$ cat config.mk
export PLATFORM = sky130hd
export DESIGN_NAME = bit_language_lexer
export DESIGN_NICKNAME = d
export VERILOG_FILES = /design/src/design/blx_pkg.sv /design/src/design/blx_step.sv /design/src/design/blx_outq.sv /design/src/design/bit_language_lexer.sv
export VERILOG_INCLUDE_DIRS = /design/src /design/src/design
export SDC_FILE = /design/constraint.sdc
export NUM_CORES = 1
export LEC_CHECK = 0
export BUFFER_PORTS_ARGS = -buffer_cell sky130_fd_sc_hd__buf_2
export CORE_ASPECT_RATIO = 0.75
export CORE_UTILIZATION = 65
export DETAILED_ROUTE_END_ITERATION = 10
export GPL_TIMING_DRIVEN = 0
export PLACE_DENSITY_LB_ADDON = 0.05
export SLEW_MARGIN = 0
export SYNTH_ARGS = -nofsm -noshare
export SYNTH_HDL_FRONTEND = slang
export SYNTH_SLANG_ARGS = --single-unit
$ cat constraint.sdc
create_clock -name clk -period 7.4 [get_ports clk]
set_clock_uncertainty 0.15 [all_clocks]
set_input_delay 0.37 -clock clk [delete_from_list [all_inputs] [get_ports clk]]
set_output_delay 0.37 -clock clk [all_outputs]
set_load 0.03 [all_outputs]
$ cat src/design/bit_language_lexer_macros.svh
// assertion macros for the bit language lexer
`ifndef BIT_LANGUAGE_LEXER_MACROS_SVH
`define BIT_LANGUAGE_LEXER_MACROS_SVH

`ifndef SYNTHESIS

// same-cycle implication, checked at every rising edge outside reset
`define BLX_ASSERT_IMPL(lbl, ante, cons) \
  lbl: assert property (@(posedge clk) disable iff (rst) (ante) |-> (cons)) \
    else $error("bit_language_lexer: same-cycle check failed");

// next-cycle implication
`define BLX_ASSERT_NEXT(lbl, ante, cons) \
  lbl: assert property (@(posedge clk) disable iff (rst) (ante) |=> (cons)) \
    else $error("bit_language_lexer: next-cycle check failed");

`else

`define BLX_ASSERT_IMPL(lbl, ante, cons)
`define BLX_ASSERT_NEXT(lbl, ante, cons)

`endif

`endif

$ cat src/design/blx_pkg.sv
// shared types, character codes and helper functions for the bit language lexer
`default_nettype none

package blx_pkg;

  localparam int POS_BITS = 16;

  typedef logic [POS_BITS-1:0] pos_t;

  // request kinds; anything else counts as a read error
  localparam logic [1:0] KIND_DATA = 2'd0;
  localparam logic [1:0] KIND_END  = 2'd1;

  localparam logic [7:0] CH_TAB   = 8'h09;
  localparam logic [7:0] CH_LF    = 8'h0A;
  localparam logic [7:0] CH_CR    = 8'h0D;
  localparam logic [7:0] CH_SPACE = 8'h20;
  localparam logic [7:0] CH_BANG  = 8'h21;
  localparam logic [7:0] CH_AMP   = 8'h26;
  localparam logic [7:0] CH_STAR  = 8'h2A;
  localparam logic [7:0] CH_DOT   = 8'h2E;
  localparam logic [7:0] CH_ZERO  = 8'h30;
  localparam logic [7:0] CH_ONE   = 8'h31;
  localparam logic [7:0] CH_NINE  = 8'h39;
  localparam logic [7:0] CH_SEMI  = 8'h3B;
  localparam logic [7:0] CH_LT    = 8'h3C;
  localparam logic [7:0] CH_GT    = 8'h3E;
  localparam logic [7:0] CH_QUEST = 8'h3F;
  localparam logic [7:0] CH_P_UP  = 8'h50;
  localparam logic [7:0] CH_R_UP  = 8'h52;
  localparam logic [7:0] CH_CARET = 8'h5E;
  localparam logic [7:0] CH_P_LO  = 8'h70;
  localparam logic [7:0] CH_R_LO  = 8'h72;
  localparam logic [7:0] CH_X     = 8'h78;
  localparam logic [7:0] CH_BAR   = 8'h7C;
  localparam logic [7:0] CH_TILDE = 8'h7E;

  localparam logic [7:0] VALUE_NONE = 8'hFF;

  // identifier limit is 255: accum above 25, or 25 followed by a digit above 5, overflows
  localparam logic [7:0] IDENT_LIMIT_TENS = 8'd25;
  localparam logic [3:0] IDENT_LIMIT_ONES = 4'd5;
  localparam logic [7:0] DECIMAL_BASE     = 8'd10;

  typedef enum logic [1:0] {
    MODE_NORMAL  = 2'd0,
    MODE_COMMENT = 2'd1,
    MODE_IDENT   = 2'd2,
    MODE_STAR    = 2'd3
  } lex_mode_t;

  typedef enum logic [3:0] {
    TOK_EOF      = 4'd0,
    TOK_READERR  = 4'd1,
    TOK_UNKNOWN  = 4'd2,
    TOK_HIGH     = 4'd3,
    TOK_LOW      = 4'd4,
    TOK_OR       = 4'd5,
    TOK_AND      = 4'd6,
    TOK_XOR      = 4'd7,
    TOK_NOT      = 4'd8,
    TOK_FEED     = 4'd9,
    TOK_SHOW     = 4'd10,
    TOK_RSTLHS   = 4'd11,
    TOK_READ     = 4'd12,
    TOK_REGPRINT = 4'd13,
    TOK_REGREAD  = 4'd14,
    TOK_IDENT    = 4'd15
  } token_type_t;

  typedef enum logic [2:0] {
    ERR_NONE      = 3'd0,
    ERR_READ      = 3'd1,
    ERR_UNKNOWN   = 3'd2,
    ERR_OVERFLOW  = 3'd3,
    ERR_NO_NUMBER = 3'd4
  } err_t;

  typedef struct packed {
    lex_mode_t  mode;
    logic [7:0] ident_accum;
    logic       digit_seen;
    pos_t       cur_line;
    pos_t       cur_column;
    pos_t       start_line;
    pos_t       start_column;
    err_t       sticky;
  } lex_state_t;

  typedef struct packed {
    token_type_t ttype;
    logic [7:0]  value;
    pos_t        line;
    pos_t        column;
    err_t        status;
    logic        last;
  } token_t;

  typedef struct packed {
    token_t     tok0;
    token_t     tok1;
    logic [1:0] count;
  } step_out_t;

  function automatic pos_t sat_inc(pos_t v);
    return (v == {POS_BITS{1'b1}}) ? v : v + pos_t'(1);
  endfunction

  // single-character operator table
  function automatic token_type_t char_token(logic [7:0] c);
    token_type_t tt;
    unique case (c)
      CH_ONE:          tt = TOK_HIGH;
      CH_ZERO:         tt = TOK_LOW;
      CH_BAR:          tt = TOK_OR;
      CH_AMP:          tt = TOK_AND;
      CH_CARET:        tt = TOK_XOR;
      CH_TILDE,
      CH_BANG:         tt = TOK_NOT;
      CH_GT:           tt = TOK_FEED;
      CH_LT:           tt = TOK_SHOW;
      CH_DOT:          tt = TOK_RSTLHS;
      CH_QUEST:        tt = TOK_READ;
      default:         tt = TOK_UNKNOWN;
    endcase
    return tt;
  endfunction

  function automatic token_t make_token(token_type_t tt, logic [7:0] value, pos_t line,
                                        pos_t column, err_t status);
    token_t t;
    t.ttype  = tt;
    t.value  = value;
    t.line   = line;
    t.column = column;
    t.status = status;
    t.last   = 1'b0;
    return t;
  endfunction

endpackage

`default_nettype wire

$ cat src/design/blx_step.sv
// combinational lexer step: next state and up to two tokens for one request
`default_nettype none

module blx_step (
  input  logic [1:0]            kind,
  input  logic [7:0]            byte_value,
  input  blx_pkg::lex_state_t   cur,
  output blx_pkg::lex_state_t   nxt,
  output blx_pkg::step_out_t    res
);

  typedef struct packed {
    blx_pkg::lex_state_t st;
    logic                emit;
    blx_pkg::token_t     tok;
  } norm_t;

  // normal-mode handling of one character
  function automatic norm_t lex_normal(blx_pkg::lex_state_t s, logic [7:0] c);
    norm_t                r;
    blx_pkg::token_type_t tt;
    r.st   = s;
    r.emit = 1'b0;
    r.tok  = '0;
    tt     = blx_pkg::char_token(c);
    if (c == blx_pkg::CH_SPACE || c == blx_pkg::CH_TAB || c == blx_pkg::CH_CR) begin
      r.st.cur_column = blx_pkg::sat_inc(s.cur_column);
    end else if (c == blx_pkg::CH_LF) begin
      r.st.cur_line   = blx_pkg::sat_inc(s.cur_line);
      r.st.cur_column = blx_pkg::pos_t'(1);
    end else if (c == blx_pkg::CH_SEMI) begin
      r.st.cur_column = blx_pkg::sat_inc(s.cur_column);
      r.st.mode       = blx_pkg::MODE_COMMENT;
    end else if (c == blx_pkg::CH_STAR || c == blx_pkg::CH_X) begin
      r.st.start_line   = s.cur_line;
      r.st.start_column = s.cur_column;
      r.st.cur_column   = blx_pkg::sat_inc(s.cur_column);
      if (c == blx_pkg::CH_X) begin
        r.st.ident_accum = 8'd0;
        r.st.digit_seen  = 1'b0;
        r.st.mode        = blx_pkg::MODE_IDENT;
      end else begin
        r.st.mode = blx_pkg::MODE_STAR;
      end
    end else begin
      if (tt == blx_pkg::TOK_UNKNOWN) begin
        r.st.sticky = blx_pkg::ERR_UNKNOWN;
      end
      r.tok           = blx_pkg::make_token(tt, c, s.cur_line, s.cur_column, r.st.sticky);
      r.emit          = 1'b1;
      r.st.cur_column = blx_pkg::sat_inc(s.cur_column);
    end
    return r;
  endfunction

  logic                is_digit;
  logic                is_p;
  logic                is_r;
  logic [7:0]          digit_diff;
  logic [3:0]          digit;
  logic                overflow;
  logic [7:0]          accum_next;
  norm_t               nr;
  blx_pkg::lex_state_t st;
  blx_pkg::token_t     t0;
  blx_pkg::token_t     t1;
  logic                e0;
  logic                e1;

  assign is_digit   = (byte_value >= blx_pkg::CH_ZERO) && (byte_value <= blx_pkg::CH_NINE);
  assign is_p       = (byte_value == blx_pkg::CH_P_LO) || (byte_value == blx_pkg::CH_P_UP);
  assign is_r       = (byte_value == blx_pkg::CH_R_LO) || (byte_value == blx_pkg::CH_R_UP);
  assign digit_diff = byte_value - blx_pkg::CH_ZERO;
  assign digit      = digit_diff[3:0];
  assign overflow   = (cur.ident_accum > blx_pkg::IDENT_LIMIT_TENS) ||
                      ((cur.ident_accum == blx_pkg::IDENT_LIMIT_TENS) &&
                       (digit > blx_pkg::IDENT_LIMIT_ONES));
  assign accum_next = cur.ident_accum * blx_pkg::DECIMAL_BASE + {4'd0, digit};

  always_comb begin
    st = cur;
    t0 = '0;
    t1 = '0;
    e0 = 1'b0;
    e1 = 1'b0;
    nr = '0;
    unique case (kind)
      blx_pkg::KIND_DATA: begin
        unique case (cur.mode)
          blx_pkg::MODE_COMMENT: begin
            if (byte_value == blx_pkg::CH_LF) begin
              st.cur_line   = blx_pkg::sat_inc(cur.cur_line);
              st.cur_column = blx_pkg::pos_t'(1);
              st.mode       = blx_pkg::MODE_NORMAL;
            end else begin
              st.cur_column = blx_pkg::sat_inc(cur.cur_column);
            end
          end
          blx_pkg::MODE_STAR: begin
            st.mode = blx_pkg::MODE_NORMAL;
            if (is_p || is_r) begin
              t0 = blx_pkg::make_token(is_p ? blx_pkg::TOK_REGPRINT : blx_pkg::TOK_REGREAD,
                                       is_p ? blx_pkg::CH_P_LO : blx_pkg::CH_R_LO,
                                       cur.start_line, cur.start_column, st.sticky);
              e0 = 1'b1;
              st.cur_column = blx_pkg::sat_inc(cur.cur_column);
            end else begin
              t0 = blx_pkg::make_token(blx_pkg::TOK_UNKNOWN, blx_pkg::CH_R_LO,
                                       cur.start_line, cur.start_column, st.sticky);
              e0 = 1'b1;
              nr = lex_normal(st, byte_value);
              st = nr.st;
              t1 = nr.tok;
              e1 = nr.emit;
            end
          end
          blx_pkg::MODE_IDENT: begin
            if (is_digit && !overflow) begin
              st.ident_accum = accum_next;
              st.digit_seen  = 1'b1;
              st.cur_column  = blx_pkg::sat_inc(cur.cur_column);
            end else begin
              st.mode = blx_pkg::MODE_NORMAL;
              if (is_digit) begin
                st.sticky = blx_pkg::ERR_OVERFLOW;
                t0 = blx_pkg::make_token(blx_pkg::TOK_UNKNOWN, blx_pkg::CH_X,
                                         cur.start_line, cur.start_column, st.sticky);
              end else if (cur.digit_seen) begin
                t0 = blx_pkg::make_token(blx_pkg::TOK_IDENT, cur.ident_accum,
                                         cur.start_line, cur.start_column, st.sticky);
              end else begin
                st.sticky = blx_pkg::ERR_NO_NUMBER;
                t0 = blx_pkg::make_token(blx_pkg::TOK_UNKNOWN, blx_pkg::CH_X,
                                         cur.start_line, cur.start_column, st.sticky);
              end
              e0 = 1'b1;
              nr = lex_normal(st, byte_value);
              st = nr.st;
              t1 = nr.tok;
              e1 = nr.emit;
            end
          end
          blx_pkg::MODE_NORMAL: begin
            nr = lex_normal(st, byte_value);
            st = nr.st;
            t0 = nr.tok;
            e0 = nr.emit;
          end
        endcase
      end
      blx_pkg::KIND_END: begin
        if (cur.mode == blx_pkg::MODE_STAR) begin
          t0 = blx_pkg::make_token(blx_pkg::TOK_UNKNOWN, blx_pkg::CH_R_LO,
                                   cur.start_line, cur.start_column, st.sticky);
          e0 = 1'b1;
        end else if (cur.mode == blx_pkg::MODE_IDENT) begin
          if (cur.digit_seen) begin
            t0 = blx_pkg::make_token(blx_pkg::TOK_IDENT, cur.ident_accum,
                                     cur.start_line, cur.start_column, st.sticky);
          end else begin
            st.sticky = blx_pkg::ERR_NO_NUMBER;
            t0 = blx_pkg::make_token(blx_pkg::TOK_UNKNOWN, blx_pkg::CH_X,
                                     cur.start_line, cur.start_column, st.sticky);
          end
          e0 = 1'b1;
        end
        st.mode = blx_pkg::MODE_NORMAL;
        if (e0) begin
          t1 = blx_pkg::make_token(blx_pkg::TOK_EOF, blx_pkg::VALUE_NONE,
                                   cur.cur_line, cur.cur_column, st.sticky);
          e1 = 1'b1;
        end else begin
          t0 = blx_pkg::make_token(blx_pkg::TOK_EOF, blx_pkg::VALUE_NONE,
                                   cur.cur_line, cur.cur_column, st.sticky);
          e0 = 1'b1;
        end
      end
      default: begin
        // read error
        if (cur.mode == blx_pkg::MODE_IDENT) begin
          t0 = blx_pkg::make_token(blx_pkg::TOK_READERR, blx_pkg::VALUE_NONE,
                                   cur.cur_line, cur.cur_column, st.sticky);
          e0 = 1'b1;
        end else if (cur.mode == blx_pkg::MODE_STAR) begin
          t0 = blx_pkg::make_token(blx_pkg::TOK_UNKNOWN, blx_pkg::CH_R_LO,
                                   cur.start_line, cur.start_column, st.sticky);
          e0 = 1'b1;
          st.sticky = blx_pkg::ERR_READ;
          t1 = blx_pkg::make_token(blx_pkg::TOK_READERR, blx_pkg::VALUE_NONE,
                                   cur.cur_line, cur.cur_column, st.sticky);
          e1 = 1'b1;
        end else begin
          st.sticky = blx_pkg::ERR_READ;
          t0 = blx_pkg::make_token(blx_pkg::TOK_READERR, blx_pkg::VALUE_NONE,
                                   cur.cur_line, cur.cur_column, st.sticky);
          e0 = 1'b1;
        end
        st.mode = blx_pkg::MODE_NORMAL;
      end
    endcase
    if (e1) begin
      t1.last = 1'b1;
    end else if (e0) begin
      t0.last = 1'b1;
    end
    nxt       = st;
    res.tok0  = t0;
    res.tok1  = t1;
    res.count = {1'b0, e0} + {1'b0, e1};
  end

endmodule

`default_nettype wire

$ cat src/design/blx_outq.sv
// two-entry token queue between the lexer step and the output channel
`default_nettype none

module blx_outq (
  input  logic               clk,
  input  logic               rst,
  input  logic               push,
  input  blx_pkg::step_out_t push_data,
  input  logic               out_stall,
  output logic               out_valid,
  output blx_pkg::token_t    head,
  output logic [1:0]         free_slots
);

  logic [1:0]      count;
  logic [1:0]      count_next;
  logic [1:0]      kept;
  logic            pop;
  blx_pkg::token_t q0;
  blx_pkg::token_t q1;
  blx_pkg::token_t q0_next;
  blx_pkg::token_t q1_next;
  blx_pkg::token_t base0;

  assign out_valid  = (count != 2'd0);
  assign head       = q0;
  assign pop        = out_valid && !out_stall;
  assign kept       = count - {1'b0, pop};
  assign free_slots = 2'd2 - kept;
  assign base0      = pop ? q1 : q0;

  always_comb begin
    count_next = kept + (push ? push_data.count : 2'd0);
    unique case (kept)
      2'd0: begin
        q0_next = push_data.tok0;
        q1_next = push_data.tok1;
      end
      2'd1: begin
        q0_next = base0;
        q1_next = push_data.tok0;
      end
      default: begin
        q0_next = base0;
        q1_next = q1;
      end
    endcase
  end

  always_ff @(posedge clk) begin
    if (rst) begin
      count <= 2'd0;
    end else begin
      count <= count_next;
    end
  end

  always_ff @(posedge clk) begin
    q0 <= q0_next;
    q1 <= q1_next;
  end

endmodule

`default_nettype wire

$ cat src/design/bit_language_lexer.sv
// top level of the bit language lexer: input register, lexer state and token queue
`default_nettype none

`include "bit_language_lexer_macros.svh"

// Byte-stream lexer for a small bit-logic language. One request (a source byte, end of
// input or a read error) enters per cycle while in_stall is low and is lexed in a single
// pass from the input register into the lexer state and a two-entry token queue;
// back-to-back requests are taken at one per cycle unless stalled. A request produces
// zero, one or two tokens and leaves the input register only when its tokens fit in the
// queue, so a two-token request that finds a token left in the queue after the current
// output beat waits until that token leaves, longer while the output stalls. The lexer
// state updates when the request leaves the input register; a token passes through the
// input register and the token queue before it is valid on the output. last_of_run marks
// the final token caused by a request. Line and column count from 1 and saturate.
module bit_language_lexer (
  input  logic                      clk,
  input  logic                      rst,
  input  logic                      in_valid,
  output logic                      in_stall,
  input  logic [1:0]                kind,
  input  logic [7:0]                byte_value,
  output logic                      out_valid,
  input  logic                      out_stall,
  output logic [3:0]                token_type,
  output logic [7:0]                token_value,
  output logic [blx_pkg::POS_BITS-1:0] token_line,
  output logic [blx_pkg::POS_BITS-1:0] token_column,
  output logic [2:0]                error_status,
  output logic                      last_of_run
);

  logic                in_full;
  logic [1:0]          kind_r;
  logic [7:0]          byte_r;
  logic                accept_in;
  logic                proceed;
  logic [1:0]          free_slots;
  blx_pkg::lex_state_t state;
  blx_pkg::lex_state_t state_next;
  blx_pkg::step_out_t  step_res;
  blx_pkg::token_t     head;

  assign proceed   = in_full && (step_res.count <= free_slots);
  assign in_stall  = in_full && !proceed;
  assign accept_in = in_valid && !in_stall;

  always_ff @(posedge clk) begin
    if (rst) begin
      in_full <= 1'b0;
    end else if (accept_in) begin
      in_full <= 1'b1;
    end else if (proceed) begin
      in_full <= 1'b0;
    end
  end

  always_ff @(posedge clk) begin
    if (accept_in) begin
      kind_r <= kind;
      byte_r <= byte_value;
    end
  end

  always_ff @(posedge clk) begin
    if (rst) begin
      state.mode         <= blx_pkg::MODE_NORMAL;
      state.ident_accum  <= 8'd0;
      state.digit_seen   <= 1'b0;
      state.cur_line     <= blx_pkg::pos_t'(1);
      state.cur_column   <= blx_pkg::pos_t'(1);
      state.start_line   <= blx_pkg::pos_t'(1);
      state.start_column <= blx_pkg::pos_t'(1);
      state.sticky       <= blx_pkg::ERR_NONE;
    end else if (proceed) begin
      state <= state_next;
    end
  end

  blx_step u_step (
    .kind       (kind_r),
    .byte_value (byte_r),
    .cur        (state),
    .nxt        (state_next),
    .res        (step_res)
  );

  blx_outq u_outq (
    .clk        (clk),
    .rst        (rst),
    .push       (proceed),
    .push_data  (step_res),
    .out_stall  (out_stall),
    .out_valid  (out_valid),
    .head       (head),
    .free_slots (free_slots)
  );

  assign token_type   = head.ttype;
  assign token_value  = head.value;
  assign token_line   = head.line;
  assign token_column = head.column;
  assign error_status = head.status;
  assign last_of_run  = head.last;

  `BLX_ASSERT_IMPL(a_free_range, 1'b1, free_slots <= 2'd2)
  `BLX_ASSERT_IMPL(a_drain_when_empty, in_full && (free_slots == 2'd2), proceed)
  `BLX_ASSERT_IMPL(a_pos_nonzero, out_valid, (token_line != '0) && (token_column != '0))
  `BLX_ASSERT_NEXT(a_hold_request, in_full && !proceed, in_full)

endmodule

`default_nettype wire
## After elaboration in Yosys (flattened, before gate mapping)

Cells that the tools add are included.
Widths: inputs -> output; s select.

- Register bits after elaboration: 187

- Add/sub/neg operators: 8
- Multipliers: 1
- Magnitude comparators: 5
- Equality and inequality tests: 59
- Mux-type cells: 104
- Reduce and logical (&&, ||, !) cells: 33

Operator list:

| cell | count |
|---|---|
| $mux 84 | 9 |
| $mux 48 | 13 |
| $pmux 48 s2 | 4 |
| $mux 52 | 3 |
| $pmux 48 s3 | 1 |
| $mux 16 | 8 |
| $pmux 32 s4 | 1 |
| $pmux 35 s3 | 1 |
| $eq 8x6->1 const B | 11 |
| $mux 27 | 3 |
| $mux 35 | 2 |
| $eq 8x7->1 const B | 8 |
| $mux 46 | 1 |
| $mux 45 | 1 |
| $mux 11 | 4 |
| $mux 44 | 1 |
| $pmux 4 s10 | 1 |
| $mux 9 | 4 |
| $ne 3x3->1 const B | 11 |
| $add 16x1->16 const B | 2 |
| $eq 16x16->1 const B | 2 |
| $mux 32 | 1 |
| $mux 4 | 8 |
| $pmux 9 s3 | 1 |
| 41 further kinds | 109 |

## Logic depth before layout (Yosys ltp)

Gate-level depths: netlist of run 1.

- Depth after elaboration: 26
- Gate-level depth with buffers: 20
- Depth with buffers taken out: 17

## Modules after synthesis

Synthesis of run 1 repeated with hierarchy kept, for this count alone.

- Cells, all modules: 1,251
- Area total of the unflattened synthesis: 12,445.7 um2

Modules (own cells, without submodules):

| module | times used | cells an instance | area each (um2) |
|---|---|---|---|
| blx_step | 1 | 662 | 4,341.7 |
| blx_outq | 1 | 226 | 4,246.6 |
| bit_language_lexer | 1 | 363 | 3,857.4 |

## Least setup slack after synthesis of run 1

No wires, ideal clock.

- Path type: flip-flop to flip-flop
- From: register byte_r[7]
- To: register state[10] (netlist name)
- Library setup time: 0.060 ns
- Arrival: 4.446 ns
- Data required time: 7.190 ns
- Setup slack: 2.744 ns
- Stages on the path, launching flop included: 19
- Buffers on the path: 5
- Clock period less this slack: 4.656 ns
- Cell sequence: edfxtp_1 buf_6 or3_4 buf_6 or3_4 o31ai_4 nor3_2 clkbuf_1 or3_1 ha_1 ha_1 nor2b_1 o21ai_0 and3_1 clkbuf_1 o2111ai_1 nor3_1 clkbuf_1 a22o_1

- Cells in the longest elaborated chain, start to end: 13

RTL lines:

| what | line | text |
|---|---|---|
| start, declared | bit_language_lexer.sv:35 | `logic [7:0] byte_r;` |
| start signal, assigned | bit_language_lexer.sv:61 | `byte_r <= byte_value;` |
| $eq 8x6->1 / $eq 8x7->1 (equally long branches) | blx_step.sv:34 | `end else if (c == blx_pkg::CH_STAR \|\| c == blx_pkg::CH_X) begin` |
| $logic_or 1x1->1 | blx_step.sv:34 |  |
| $mux 52 | blx_step.sv:34 |  |
| $mux 84 | blx_step.sv:31 | `end else if (c == blx_pkg::CH_SEMI) begin` |
| $mux 84 | blx_step.sv:28 | `end else if (c == blx_pkg::CH_LF) begin` |
| $mux 84 | blx_step.sv:26 | `if (c == blx_pkg::CH_SPACE \|\| c == blx_pkg::CH_TAB \|\| c == blx_pkg::CH_CR) begin` |
| $mux 1 (on tied branches) | blx_step.sv:118, blx_step.sv:101 |  |
| $pmux 1 s2 | blx_step.sv:89 | `unique case (cur.mode)` |
| $pmux 1 s2 | blx_step.sv:87 | `unique case (kind)` |
| $add 1x1->2 | blx_step.sv:209 | `res.count = {1'b0, e0} + {1'b0, e1};` |
| $le 2x2->1 | bit_language_lexer.sv:44 | `assign proceed = in_full && (step_res.count <= free_slots);` |
| $logic_and 1x1->1 | bit_language_lexer.sv:44 |  |
| $reduce_and 14->1 (no source line) | -- |  |
| end signal, assigned | bit_language_lexer.sv:76 | `state <= state_next;` |
| end, declared | bit_language_lexer.sv:39 | `blx_pkg::lex_state_t state;` |

Parallel ways exist; a longest one is shown, timed or not. The select of a mux whose other input is x is not followed.
A chain may end at the register's enable or synchronous reset.

## Final worst setup path of run 1

- From: register byte_r[6]
- To: register state[5] (netlist name)

Same word-level chain as after synthesis.

==> run summary, run 1 <==
Reg2Reg Setup Slack: 1.14 ns
Synth Cell Area: 0.009728 mm2
Fin crit share: 84.66%
HPWL Detailed: 18570 um
Remaining DRCs: 0
Sequential fraction of the synthesis area: 49.39%
WP data required: 7.62 ns
Area leader, netlist: edfxtp_1
First-pass GRT wire length: 43410 um
Nets: 1089
Cell Pwr Density: 362.6 mW/mm2
Share of post-route cells with drive strength above 1: 12.29%
Critical Path Sink Type: register
Root buf cell: clkbuf_16
Post-route ant nets: 0
#FFs+latches synth: 187
Largest net degree at the start of global routing: 49
Post-route setup TNS: 0 ns
Gpl congestion: 1.004
Sw Share: 40.57%
CTS max path bufs: 2
Synth Flop Type: edfxtp_1
Worst-path fanout max: 10
Initial antenna violation count: 0
Max_cap viols: 0
Final wirelength: 27860 um
Hold Fails Final Rpt: 0
Share of power burned in the clock network: 23.0%
Status: finished, final reports clean
Crit-path cells: buf_2, nor3b_2, nand3_1, o21ai_1, nand2_1, or3_1, ha_1, ha_1, nor2b_1, o21ai_0, and3_1, clkbuf_1, o2111ai_1, nor3_1, clkbuf_1, a22o_1
Die Wd: 143.3 um
Combinational share of power: 37.2%
Total Routing Usage GR: 37.49%
Number of I/O pins: 64
RSZ-0062 raised after global routing: no
Cell count after synthesis: 960
Max Slew Vio Count: 0
Number of synthesized flops with an enable pin: 106
Antenna cell count: 0
Yosys cell types: 78
Die area: 0.01546 mm2
Final setup viols: 0
Static leakage: 4.118 nW
Yosys top cell area share: 32.72%
Total gr overflow: 0
Drt wl/cell: 22.00 um
Cell row count: 38
Largest cells by area after synthesis: edfxtp_1 33%, dfxtp_1 17%, a22o_1 6.4%
Via count: 8472
Clock latency on the worst-skew pair: 0.44 ns
Die span in y: 107.9 um
Initial Util: 66.86%
Slew @ Worst Pin: 1.245 ns
Syn_nets: 996
Core area: 0.01455 mm2
Slowest cell delay on critical path: 0.62 ns
CTS tree: done
Slew HR: 17.00%
TritonCTS Buffers: 17
CTS H-tree depth: 4
Most frequent cells in the layout: 106 x edfxtp_1, 87 x nor2_1, 81 x dfxtp_1, 72 x buf_2, 71 x a22o_1
Synth-to-layout area growth: 13.09%
Syn Area/Cell: 10.13 um2
Reg clk slew, reported paths: 0.08 ns
CTS Sinks: 187
P_sw: 1.618 mW
Startpoint class of the critical path: register
Slowest CP cell: o21ai_1
WHS: 0.3347 ns
Setup CP Type: register to register
Commonest non-fill, non-tap cell in the layout: edfxtp_1
Int Power: 2.371 mW
Via/cell ratio: 6.692
Worst Path Arrival: 6.49 ns
Peak supply drop: 0.0002762 V
Async S/R FF share, synth: 0%
1st-pass router iterations: 6
Post-CTS resize count: 0
DRT iter0 DRCs: 1182
FMAX: 0.1596 GHz
Ys Warns: 0
Vias in the first global route: 7822
Tmin final: 6.265 ns
Worst hold path type: register to register
IO buf count: 63
Flop pwr share: 39.8%
per-stage QoR:
stage | cells | cell area [um2] | utilization, % | setup WS [ns] | power [mW]
after floorplan | 960 | 9728 | - | 2.744 | 2.611
after global placement | 1223 | 10290 | 70.75 | 1.589 | 3.017
after detailed placement | 1223 | 10290 | 70.75 | 1.490 | 3.040
after CTS | 1266 | 11000 | 75.62 | 1.393 | 3.952
after global routing | 1266 | 11000 | 75.62 | 0.8661 | 4.165
final | 1266 | 11000 | 75.62 | 1.135 | 3.989
sequential cells by signal, summed over array words and instances, names as in the netlist:
signal	flops
state	78
u_outq.head	48
u_outq.q1	48
byte_r	8
kind_r	2
u_outq.count	2
in_full	1
critical path, delay by kind of cell (launching register included):
family / cells / cell delay, ns
AOI/OAI and AO/OA: 4 / 1.58
adders and majority gates: 2 / 0.57
buffers and inverters: 3 / 1.18
DFF: 1 / 0.39
and+or+nand+nor: 7 / 2.30
Yosys cell counts (11+ instances only):
| master | number |
|---|---|
| ha_1 | 20 |
| a21oi_1 | 68 |
| nand3_1 | 29 |
| edfxtp_1 | 106 |
| dfxtp_1 | 81 |
| nor3_1 | 23 |
| o21ai_0 | 31 |
| a22o_1 | 71 |
| inv_1 | 11 |
| xnor2_1 | 19 |
| nor2b_1 | 43 |
| xor2_1 | 13 |
| clkbuf_1 | 66 |
| nor2_1 | 87 |
| a31oi_1 | 12 |
| nand2_1 | 66 |
| a221o_1 | 33 |
worst paths after layout:
kind                            startpoint        to  cells past startpoint
worst max-delay path             byte_r[6]  state[5]                     16
worst min-delay path              state[3]  state[3]                      2
worst max register to register   byte_r[6]  state[5]                     16
worst min register to register    state[3]  state[3]                      2
power by group through the flow:
stage	logic, mW	registers (mW)	clock network [mW]
4_1_cts	1.45	1.58	0.913
5_1_grt	1.59	1.62	0.954
2_1_floorplan	0.760	1.85	0
3_3_place_gp	1.42	1.60	0
6_report	1.48	1.59	0.917
3_5_place_dp	1.44	1.60	0
routing by layer:
layer | GRT usage [%] | part of all wire (%) | vias up
met1 | 53.40 | 43 | 4024
met5 | 0 | 0 | -
met2 | 52.93 | 42 | 554
li1 | - | - | 3833
met4 | 10.94 | 1.8 | 0
met3 | 14.04 | 13 | 61
repair_timing:
item	in CTS	in global routing
setup endpoints to repair	0	0
hold buffers	11	0
setup buffers	0	0
endpoints found under the hold margin	11	0
cells by family (layout without fill, tap and decap cells):
group                    after synthesis  count (layout)  share of synthesized area (%)
AO/OA/AOI/OAI                        299             299                          22.97
XOR/XNOR                              32              32                          2.881
adder cells (fa/ha/maj)               23              23                          3.087
buffers and inverters                 92             198                          3.974
flip-flops                           187             187                          49.39
multiplexers                           8               8                         0.8746
AND/OR/NAND/NOR                      319             319                          16.82
final cells by class:
class                   instances  area [um2]
plain buffers                  79       337.8
clock buffers                  17       425.4
repair buffers                 74       425.4
clock inverters                15       172.7
inverters                      13       48.80
flip-flops and latches        187        4805
fillers                      1014        3547
multi-input cells             681        4537
well taps                     200       250.2
Note: power is estimated with default switching activity, not from simulation.
==> run 2: changes to the inputs <==
Settings changed: CORE_UTILIZATION 65 to 55.
Clock period 7.4 ns to 5.7 ns, I/O delays scaled along.
==> run summary, run 2 (synthesis gave the netlist of run 1 again) <==
WP data required: 5.86 ns (-1.76 ns)
Die area: 0.01823 mm2 (+18%)
Tmin final: 5.432 ns (-0.8324 ns)
Worst-path fanout max: 10 (unchanged)
Clock latency on the worst-skew pair: 0.44 ns (about the same)
Core area: 0.01708 mm2 (+17%)
Synth-to-layout area growth: 13.47%
Status: finished, final reports clean
Share of post-route cells with drive strength above 1: 12.86% (+0.57 points)
Reg clk slew, reported paths: 0.07 ns (about the same)
Die span in y: 117.2 um (+8.6%)
Via count: 8276 (-2.3%)
First-pass GRT wire length: 42820 um (-1.4%)
Cell Pwr Density: 468.1 mW/mm2 (+29%)
CTS H-tree depth: 4 (unchanged)
Slew @ Worst Pin: 1.343 ns (+0.09812 ns)
HPWL Detailed: 18900 um (+1.8%)
Remaining DRCs: 0 (unchanged)
Root buf cell: clkbuf_16
Initial antenna violation count: 0 (unchanged)
Initial Util: 56.95% (-9.9 points)
Max Slew Vio Count: 0 (unchanged)
Largest net degree at the start of global routing: 49 (unchanged)
Total Routing Usage GR: 31.21% (-6.3 points)
Vias in the first global route: 7524 (-3.8%)
Antenna cell count: 0 (unchanged)
Most frequent cells in the layout: 106 x edfxtp_1, 87 x nor2_1, 81 x dfxtp_1, 72 x buf_2, 71 x a22o_1
Cell row count: 41 (+7.9%)
RSZ-0062 raised after global routing: no
Number of I/O pins: 64 (unchanged)
Multi-input logic area: 0.004543 mm2 (+0.14%)
Final core utilization: 64.62% (-11 points)
Commonest non-fill, non-tap cell in the layout: edfxtp_1
Slew HR: 10.45% (-6.5 points)
Final setup viols: 0 (unchanged)
Startpoint class of the critical path: register
FMAX: 0.1841 GHz (+15%)
Via/cell ratio: 6.361 (-4.9%)
Post-route setup TNS: 0 ns (unchanged)
Top reg by flops: state
FF/Latch Area: 0.004805 mm2 (unchanged)
1st-pass router iterations: 6 (unchanged)
Drt wl/cell: 20.99 um (-4.6%)
Post-CTS Setup Bufs: 0 (unchanged)
CTS Sinks: 187 (unchanged)
DRT iter0 DRCs: 964 (-18%)
Nets: 1088 (-0.092%)
Total gr overflow: 0 (unchanged)
Gpl congestion: 1.002 (-0.22%)
Fin crit share: 95.30% (+11 points)
Max reg flops: 78 (unchanged)
Final wirelength: 27310 um (-2.0%)
Peak supply drop: 0.0003559 V (+29%)
Hold Fails Final Rpt: 0 (unchanged)
Max_cap viols: 0 (unchanged)
FILL cells: 1435 (+42%)
Worst Path Arrival: 5.59 ns (-0.90 ns)
Die Wd: 155.6 um (+8.6%)
Worst hold path type: input port to register
CTS tree: done
TritonCTS Buffers: 17 (unchanged)
IO buf count: 63 (unchanged)
Setup CP Type: register to register
CTS max path bufs: 2 (unchanged)
Critical Path Sink Type: register
Static leakage: 4.123 nW (+0.11%)
Post-route ant nets: 0 (unchanged)
==> run 2: cell type report <==
| class | count | share of cell area (%) |
|---|---|---|
| Timing Repair Buffer | 74 | 3.854 |
| Tap cell | 236 | 2.675 |
| Buffer | 78 | 3.083 |
| Sequential cell | 187 | 43.53 |
| Clock inverter | 15 | 1.406 |
| Inverter | 13 | 0.4421 |
| Clock buffer | 17 | 3.854 |
| Multi-Input combinational cell | 681 | 41.16 |
==> run 2: per-layer routing <==
metal | vias to the layer above | track usage (%) | wire length (um)
met3 | 43 | 11.08 | 2978
li1 | 3827 | - | -
met2 | 430 | 43.77 | 10980
met5 | - | 3.704 | 57
met4 | 2 | 7.451 | 392
met1 | 3974 | 45.30 | 12890
==> run 2: path summary, 6_finish.rpt <==
kind | start | to | slack (ns) | depth (start not counted)
max reg2reg | byte_r[6] | state[55] | 0.27 | 17
min | rst | state[68] | 0.27 | 3
min reg2reg | state[3] | state[3] | 0.34 | 2
max | byte_r[6] | state[55] | 0.27 | 17
==> run 2: power by group <==
| group | internal, mW | leakage [nW] | total [mW] | switching (mW) |
|---|---|---|---|---|
| Clock | 0.619 | 0.282 | 1.18 | 0.560 |
| Sequential | 1.97 | 1.77 | 2.06 | 0.0920 |
| Combinational | 0.519 | 2.07 | 1.93 | 1.41 |
==> run 2: stage by stage <==
step	area, um2	power (mW)	setup slack (ns)	hold WS, ns	instances
after floorplan	9728	3.389	1.044	0.2339	960
after global placement	10340	3.952	-0.2035	0.3114	1259
after detailed placement	10340	3.969	-0.2085	0.3131	1259
after CTS	11030	5.151	0.04462	0.2457	1301
after global routing	11040	5.405	0.03266	0.2836	1301
final	11040	5.167	0.2679	0.2747	1301
==> run 2: timing repair <==
item                                    4_1_cts  5_1_grt
hold buffers                                 11        0
endpoints found under the setup margin       40       45
gates resized for setup                       3        6
endpoints found under the hold margin        11        0
==> run 2: critical path: stages (launching register included) <==
cell      delay [ns]
edfxtp_1        0.37
buf_2           0.21
or3b_1          0.39
a2111o_1        0.50
nand2_1         0.25
nor3_2          0.15
clkbuf_2        0.26
or3_1           0.50
ha_1            0.28
ha_1            0.30
nor2b_1         0.14
o21ai_0         0.34
nand3_1         0.38
clkbuf_1        0.40
a21oi_1         0.34
nand2_1         0.11
xor2_1          0.15
nor2_1          0.05
